===== src/hw/rtl/stplq_pkg.sv =====
package stplq_pkg;

   // Default sizing
   localparam int QUEUE_DEPTH_DEF = 16;
   localparam int TAG_WIDTH_DEF   = 32;

   // Request action codes
   localparam logic ACT_INSERT = 1'b0;
   localparam logic ACT_REMOVE = 1'b1;

   // Response status codes
   localparam logic [1:0] STATUS_DONE  = 2'd0;
   localparam logic [1:0] STATUS_FULL  = 2'd1;
   localparam logic [1:0] STATUS_EMPTY = 2'd2;

   // Priority levels; zero marks an empty slot
   localparam logic [1:0] PRIO_NONE = 2'd0;
   localparam logic [1:0] PRIO_LOW  = 2'd1;

   typedef struct packed {
      logic        action;
      logic [1:0]  priority_req;
      logic [31:0] entry_tag;
   } req_payload_type;

   typedef struct packed {
      logic [1:0]  status;
      logic [1:0]  out_priority;
      logic [31:0] out_tag;
      logic [4:0]  occupancy;
   } rsp_payload_type;

   // Broadcast from the top level to every cell
   typedef struct packed {
      logic       insert;
      logic       remove;
      logic [1:0] prio;
   } cell_ctrl_type;

endpackage


===== src/hw/rtl/stplq_cell.sv =====
module stplq_cell #(
   parameter int TAG_WIDTH = stplq_pkg::TAG_WIDTH_DEF
) (
   input  logic                    clock,
   input  logic                    reset,
   input  stplq_pkg::cell_ctrl_type ctrl,
   input  logic [TAG_WIDTH-1:0]    new_tag,
   input  logic [1:0]              prev_prio,
   input  logic [TAG_WIDTH-1:0]    prev_tag,
   input  logic                    prev_lower,
   input  logic [1:0]              next_prio,
   input  logic [TAG_WIDTH-1:0]    next_tag,
   output logic [1:0]              prio,
   output logic [TAG_WIDTH-1:0]    tag,
   output logic                    lower
);
   import stplq_pkg::*;

   logic [1:0]           prio_ff, prio_in;
   logic [TAG_WIDTH-1:0] tag_ff, tag_in;

   // This slot holds something the new entry must pass
   assign lower = (prio_ff < ctrl.prio);

   // Insert: every entry from the insertion point on shifts down one slot, the
   // insertion point takes the new entry. Remove: everything moves up one slot.
   always_comb begin
      prio_in = prio_ff;
      tag_in  = tag_ff;
      if (ctrl.insert) begin
         if (prev_lower) begin
            prio_in = prev_prio;
            tag_in  = prev_tag;
         end else if (lower) begin
            prio_in = ctrl.prio;
            tag_in  = new_tag;
         end
      end else if (ctrl.remove) begin
         prio_in = next_prio;
         tag_in  = next_tag;
      end
   end

   always_ff @(posedge clock) begin
      if (reset) begin
         prio_ff <= PRIO_NONE;
      end else begin
         prio_ff <= prio_in;
      end
   end

   // Tags of empty slots are never read
   always_ff @(posedge clock) begin
      tag_ff <= tag_in;
   end

   assign prio = prio_ff;
   assign tag  = tag_ff;

endmodule


===== src/hw/rtl/stable_three_level_priority_queue.sv =====
// Channel   Direction  Ports                              Transfer when
// req       in         req_valid, req_stall, req_payload  req_valid && !req_stall
// rsp       out        rsp_valid, rsp_stall, rsp_payload  rsp_valid && !rsp_stall
//
// One operation per cycle while req_stall is low: each cell updates from its
// neighbors in the same cycle, and the result appears in the output register on the next cycle.
// Reset clears all slot priorities and the count; tags are left as they are.
// req_stall is high only while a result sits in the output register and
// rsp_stall holds it there.
module stable_three_level_priority_queue #(
   parameter int QUEUE_DEPTH = stplq_pkg::QUEUE_DEPTH_DEF,
   parameter int TAG_WIDTH   = stplq_pkg::TAG_WIDTH_DEF
) (
   input  logic                       clock,
   input  logic                       reset,
   input  logic                       req_valid,
   output logic                       req_stall,
   input  stplq_pkg::req_payload_type req_payload,
   output logic                       rsp_valid,
   input  logic                       rsp_stall,
   output stplq_pkg::rsp_payload_type rsp_payload
);
   import stplq_pkg::*;

   localparam int CntW = $clog2(QUEUE_DEPTH + 1);

   logic                 accept;
   logic                 full;
   logic                 empty;
   logic                 do_insert;
   logic                 do_remove;
   cell_ctrl_type        ctrl;
   logic [TAG_WIDTH-1:0] new_tag;

   logic [1:0]           cell_prio  [QUEUE_DEPTH];
   logic [TAG_WIDTH-1:0] cell_tag   [QUEUE_DEPTH];
   logic                 cell_lower [QUEUE_DEPTH];

   logic [CntW-1:0]      count_ff, count_in;
   logic                 rsp_valid_ff, rsp_valid_in;
   rsp_payload_type      rsp_payload_ff, rsp_payload_in;

   // Handshake
   assign req_stall = rsp_valid_ff && rsp_stall;
   assign accept    = req_valid && !req_stall;

   assign full      = (count_ff == CntW'(QUEUE_DEPTH));
   assign empty     = (count_ff == '0);
   assign do_insert = accept && (req_payload.action == ACT_INSERT) && !full;
   assign do_remove = accept && (req_payload.action == ACT_REMOVE) && !empty;

   // Priority zero is taken as the lowest level
   always_comb begin
      ctrl.insert = do_insert;
      ctrl.remove = do_remove;
      ctrl.prio   = (req_payload.priority_req == PRIO_NONE) ? PRIO_LOW
                                                            : req_payload.priority_req;
   end
   assign new_tag = TAG_WIDTH'(req_payload.entry_tag);

   // Row of slots, head at index 0
   for (genvar i = 0; i < QUEUE_DEPTH; i++) begin : g_cell
      logic [1:0]           p_prio;
      logic [TAG_WIDTH-1:0] p_tag;
      logic                 p_lower;
      logic [1:0]           n_prio;
      logic [TAG_WIDTH-1:0] n_tag;

      if (i == 0) begin : g_head
         assign p_prio  = PRIO_NONE;
         assign p_tag   = '0;
         assign p_lower = 1'b0;
      end else begin : g_body
         assign p_prio  = cell_prio[i-1];
         assign p_tag   = cell_tag[i-1];
         assign p_lower = cell_lower[i-1];
      end

      if (i == QUEUE_DEPTH - 1) begin : g_tail
         assign n_prio = PRIO_NONE;
         assign n_tag  = '0;
      end else begin : g_mid
         assign n_prio = cell_prio[i+1];
         assign n_tag  = cell_tag[i+1];
      end

      stplq_cell #(
         .TAG_WIDTH (TAG_WIDTH)
      ) u_cell (
         .clock      (clock),
         .reset      (reset),
         .ctrl       (ctrl),
         .new_tag    (new_tag),
         .prev_prio  (p_prio),
         .prev_tag   (p_tag),
         .prev_lower (p_lower),
         .next_prio  (n_prio),
         .next_tag   (n_tag),
         .prio       (cell_prio[i]),
         .tag        (cell_tag[i]),
         .lower      (cell_lower[i])
      );
   end

   // Entry count
   always_comb begin
      count_in = count_ff;
      if (do_insert) begin
         count_in = count_ff + CntW'(1);
      end else if (do_remove) begin
         count_in = count_ff - CntW'(1);
      end
   end

   // Result for the accepted operation
   always_comb begin
      rsp_payload_in.status       = STATUS_DONE;
      rsp_payload_in.out_priority = PRIO_NONE;
      rsp_payload_in.out_tag      = '0;
      rsp_payload_in.occupancy    = 5'(count_in);
      if (req_payload.action == ACT_INSERT) begin
         if (full) begin
            rsp_payload_in.status = STATUS_FULL;
         end
      end else begin
         if (empty) begin
            rsp_payload_in.status = STATUS_EMPTY;
         end else begin
            rsp_payload_in.out_priority = cell_prio[0];
            rsp_payload_in.out_tag      = 32'(cell_tag[0]);
         end
      end
   end

   // Output register: loads on every transfer in, drops when taken
   assign rsp_valid_in = accept || (rsp_valid_ff && rsp_stall);

   always_ff @(posedge clock) begin
      if (reset) begin
         count_ff     <= '0;
         rsp_valid_ff <= 1'b0;
      end else begin
         count_ff     <= count_in;
         rsp_valid_ff <= rsp_valid_in;
      end
   end

   always_ff @(posedge clock) begin
      if (accept) begin
         rsp_payload_ff <= rsp_payload_in;
      end
   end

   assign rsp_valid   = rsp_valid_ff;
   assign rsp_payload = rsp_payload_ff;

   // Checks
   a_count_range: assert property (@(posedge clock) disable iff (reset)
      count_ff <= CntW'(QUEUE_DEPTH))
      else $error("entry count above queue depth");

   a_head_matches_count: assert property (@(posedge clock) disable iff (reset)
      (count_ff == '0) == (cell_prio[0] == PRIO_NONE))
      else $error("head slot occupancy disagrees with entry count");

   a_head_order: assert property (@(posedge clock) disable iff (reset)
      cell_prio[0] >= cell_prio[1])
      else $error("first two slots out of priority order");

   a_remove_count: assert property (@(posedge clock) disable iff (reset)
      do_remove |=> (count_ff == $past(count_ff) - CntW'(1)))
      else $error("remove did not decrement the entry count");

endmodule

===== config.mk =====
export PLATFORM = sky130hd
export DESIGN_NAME = stable_three_level_priority_queue
export DESIGN_NICKNAME = d
export VERILOG_FILES = /design/src/hw/rtl/stplq_pkg.sv /design/src/hw/rtl/stplq_cell.sv /design/src/hw/rtl/stable_three_level_priority_queue.sv
export SDC_FILE = /design/constraint.sdc
export NUM_CORES = 1
export LEC_CHECK = 0
export ABC_AREA = 1
export BUFFER_PORTS_ARGS = -buffer_cell sky130_fd_sc_hd__buf_2
export CORE_MARGIN = 2
export CORE_UTILIZATION = 60
export DETAILED_ROUTE_END_ITERATION = 10
export GPL_ROUTABILITY_DRIVEN = 0
export GPL_TIMING_DRIVEN = 0
export HOLD_SLACK_MARGIN = 0.12
export PLACE_DENSITY_LB_ADDON = 0.08
export SETUP_SLACK_MARGIN = 0.4
export SLEW_MARGIN = 5
export SYNTH_ARGS = -nofsm -noshare
export SYNTH_HDL_FRONTEND = slang
export SYNTH_SLANG_ARGS = --single-unit

===== constraint.sdc =====
create_clock -name clock -period 9.4 [get_ports clock]
set_input_delay 0.47 -clock clock [delete_from_list [all_inputs] [get_ports clock]]
set_output_delay 0.47 -clock clock [all_outputs]
set_load 0.005 [all_outputs]

==> summary.txt <==
Status
  • Status: complete, no violations

Placed design
  • Post-DP HPWL: 65000 µm
  • Port buffer count: 80
  • Pre-CTS WS: 5.894 ns

Floorplanning
  • # rows: 81
  • Die Span X: 226.0 µm
  • Starting Density: 60.65%
  • # IOs: 82
  • Total die area: 51060 µm²
  • Std-Cell Core Area: 48750 µm²
  • Die Ht: 226.0 µm

Flow run
  • Maximum capacitance violations: 0

Route
  • Pre-Repair DR Iteration Count: 8
  • DRT Wirelength: 83890 µm
  • Via density: 5.864
  • Drt drc: 0
  • Post-DRT Antenna Nets: 0
  • Vias: 24280
  • 1st-iter DRT viols: 3042
  • Avg WL per Cell: 20.26 µm

Min path
  • Min-delay worst type: in2reg
  • Hold Crit Start: req_payload[34]
  • Hold path depth: 2
  • WHS Endpoint: rsp_payload[39]$_SDFFCE_PP0N_

Power
  • Comb pwr share: 15.7%
  • Sequential share of power: 47.7%
  • Peak supply drop: 0.0001906 V
  • Pwr Density: 217.6 nW/µm²
  • Switching power: 2.020 mW
  • Pleak: 14.22 nW
  • Total power: 7.178 mW
  • Clock share of power: 36.6%
  • Switching portion of total power: 28.13%
  • P_int: 5.159 mW

Worst setup path
  • Crit path launch type: flip-flop
  • Worst reg2reg path depth: 8
  • Critical Path End Type: flip-flop
  • Reg2Reg Launch Point: count_ff[0]$_SDFF_PP0_
  • Most used cell along the critical path: nand2_2
  • Worst-path cell chain: inv_1 -> ha_1 -> nand3_2 -> nand2_4 -> nand2_2 -> buf_6 -> nand2_2 -> clkinv_1
  • Max incr delay on CP: 0.89 ns
  • R2r endpoint: g_cell[14].u_cell.tag[17]$_DFFE_PP_
  • Crit-path slowest cell: clkinv_1
  • Crit Path Max Fanout: 32
  • Req. time, crit path: 9.42 ns
  • R2R setup slack: 6.13 ns
  • Worst Path Arrival: 3.29 ns
  • WS Path Type: reg2reg

Synth
  • Post-synthesis sequential area ratio: 58.74%
  • Cell variety after synth: 25
  • Mean Syn Cell Area: 9.013 µm²
  • Cell Area, Synth: 29560 µm²
  • Yosys top cell area share: 56.17%
  • Main area contributors after synthesis: edfxtp_1, nand2_1, o21ai_0
  • Synthesis Warnings: 0
  • Synth Register Bits: 591
  • Synth Net Count: 3352
  • Synth area leader: edfxtp_1
  • Cells after Synth: 3280

Cells and area
  • Nets: 3497
  • Post-route core utilization: 67.68%
  • Layout area overhead: 11.60%
  • Diodes inserted: 0
  • Layout cells sized above 1: 10.33%

Global route
  • Global-route total usage across every layer: 32.93%
  • Vias in the first global route: 22510
  • Largest net degree at the start of global routing: 42
  • Overflow after GRT: 0
  • First-pass GRT wire length: 126600 µm
  • Initial antenna violation count: 1

Timing
  • Final Hold Fails: 0
  • Fin Hold WS: 0.1607 ns
  • PnR worst setup slack: 6.130 ns
  • Setup TNS: 0 ns
  • Clock skew: 0.01322 ns
  • Crit path time final: 3.270 ns
  • Max Slew Vio Count: 0
  • Max_slew headroom: 12.01%
  • Worst slew pin tran: 1.318 ns
  • Final Setup Violations: 0
  • Max Freq: 305.8 MHz
  • RSZ-0062 raised after global routing: false
  • Fin crit share: 34.78%

Clock network
  • CTS buffer count: 61
  • H-tree level count: 2
  • Post-CTS setup repair buffer count: 0
  • Skew-Pair Late Insertion Delay: 0.64 ns
  • CTS tree: built
  • Max Buffers Root-to-Sink: 3
  • Clk pin slew, worst setup/hold paths: 0.06 ns
  • Post-CTS Resized: 0
  • Root buf cell: clkbuf_16
  • Cts hold-fix bufs: 1
  • CTS sink count: 591
through the flow:
| stage | instances | area, µm² |
|---|---|---|
| after floorplan | 3280 | 29560 |
| after detailed placement | 4025 | 30830 |
| after global routing | 4140 | 32990 |
| final | 4140 | 32990 |
| after global placement | 4024 | 30790 |
| after CTS | 4140 | 32990 |
kinds of logic (layout without fill, tap and decap cells):
| logic type | Yosys count | in the layout | share of synthesized area (%) |
|---|---|---|---|
| and+or+nand+nor | 1233 | 1233 | 16.12 |
| AOI/OAI and AO/OA | 1017 | 1017 | 17.48 |
| DFF | 591 | 591 | 58.74 |
| buffers and inverters | 403 | 599 | 6.166 |
| adders and majority gates | 33 | 33 | 1.397 |
| xor gates and xnor gates | 3 | 3 | 0.08889 |
cells in the mapped netlist (all sizes together):
cell type	number
a21oi	456
a22oi	31
buf	153
clkbuf	109
dfxtp	38
edfxtp	553
ha	33
inv	141
nand2	1070
nand3	53
nor2	107
nor3	2
o21ai	530
or2	1
xor2	3
cells in the final DEF (no fill, tap or decap), drive strengths merged:
cell,synthesis,layout
a22oi,31,31
nor2,107,107
dfxtp,38,38
xor2,3,3
or2,1,1
dlygate4sd3,0,1
edfxtp,553,553
ha,33,33
clkinv,0,23
clkinvlp,0,4
a21oi,456,456
buf,153,234
o21ai,530,530
clkbuf,109,184
nand3,53,53
bufinv,0,12
nor3,2,2
nand2,1070,1070
inv,141,141
worst max-delay path by stage:
| stage | start | endpoint | depth (start not counted) |
|---|---|---|---|
| finish | count_ff[0]$_SDFF_PP0_ | g_cell[14].u_cell.tag[17]$_DFFE_PP_ | 8 |
| global route | count_ff[0]$_SDFF_PP0_ | g_cell[14].u_cell.tag[16]$_DFFE_PP_ | 8 |
| CTS | count_ff[0]$_SDFF_PP0_ | g_cell[14].u_cell.tag[17]$_DFFE_PP_ | 8 |
| detailed placement | req_payload[33] | g_cell[14].u_cell.tag[17]$_DFFE_PP_ | 9 |
| global placement | req_payload[33] | g_cell[0].u_cell.tag[17]$_DFFE_PP_ | 6 |
| floorplan | req_payload[33] | g_cell[0].u_cell.tag[0]$_DFFE_PP_ | 5 |
power by group through the flow:
stage          clock network, mW  registers, mW  logic (mW)
6_report                    2.63           3.42        1.13
5_1_grt                     2.75           3.45        1.26
4_1_cts                     2.64           3.41        1.11
3_5_place_dp                   0           3.47        1.10
3_3_place_gp                   0           3.45        1.05
2_1_floorplan                  0           3.41       0.764
critical path: cells and delay by family (launching register included):
family | cells | cell delay (ns)
buf+inv | 3 | 1.24
simple gates | 4 | 0.77
flops | 1 | 0.34
fa+ha+maj | 1 | 0.27
layer usage:
layer	up-vias	global-route usage, %	share of wire [%]
met5	-	0	0
met4	0	12.48	3.9
met3	165	4.580	9.6
met2	1305	53.33	46
met1	11270	45.40	41
li1	11540	-	-
area by class of cell:
type / instances / area (µm²)
sequential: 591 / 17370
fill: 3941 / 15760
multi-input combinational: 2286 / 10390
clock buffer: 75 / 1642
buffer: 262 / 1294
tap: 664 / 830.8
inverter: 141 / 529.3
clock inverter: 39 / 514.2
timing repair buffer: 82 / 430.4
sequential cells by signal, summed over array words and instances, names as in the netlist:
| signal | cells |
|---|---|
| rsp_payload | 41 |
| count_ff | 5 |
| rsp_valid | 1 |
| g_cell.u_cell.tag | 512 |
| g_cell.u_cell.prio | 32 |
Note: power is estimated with default switching activity, not from simulation.
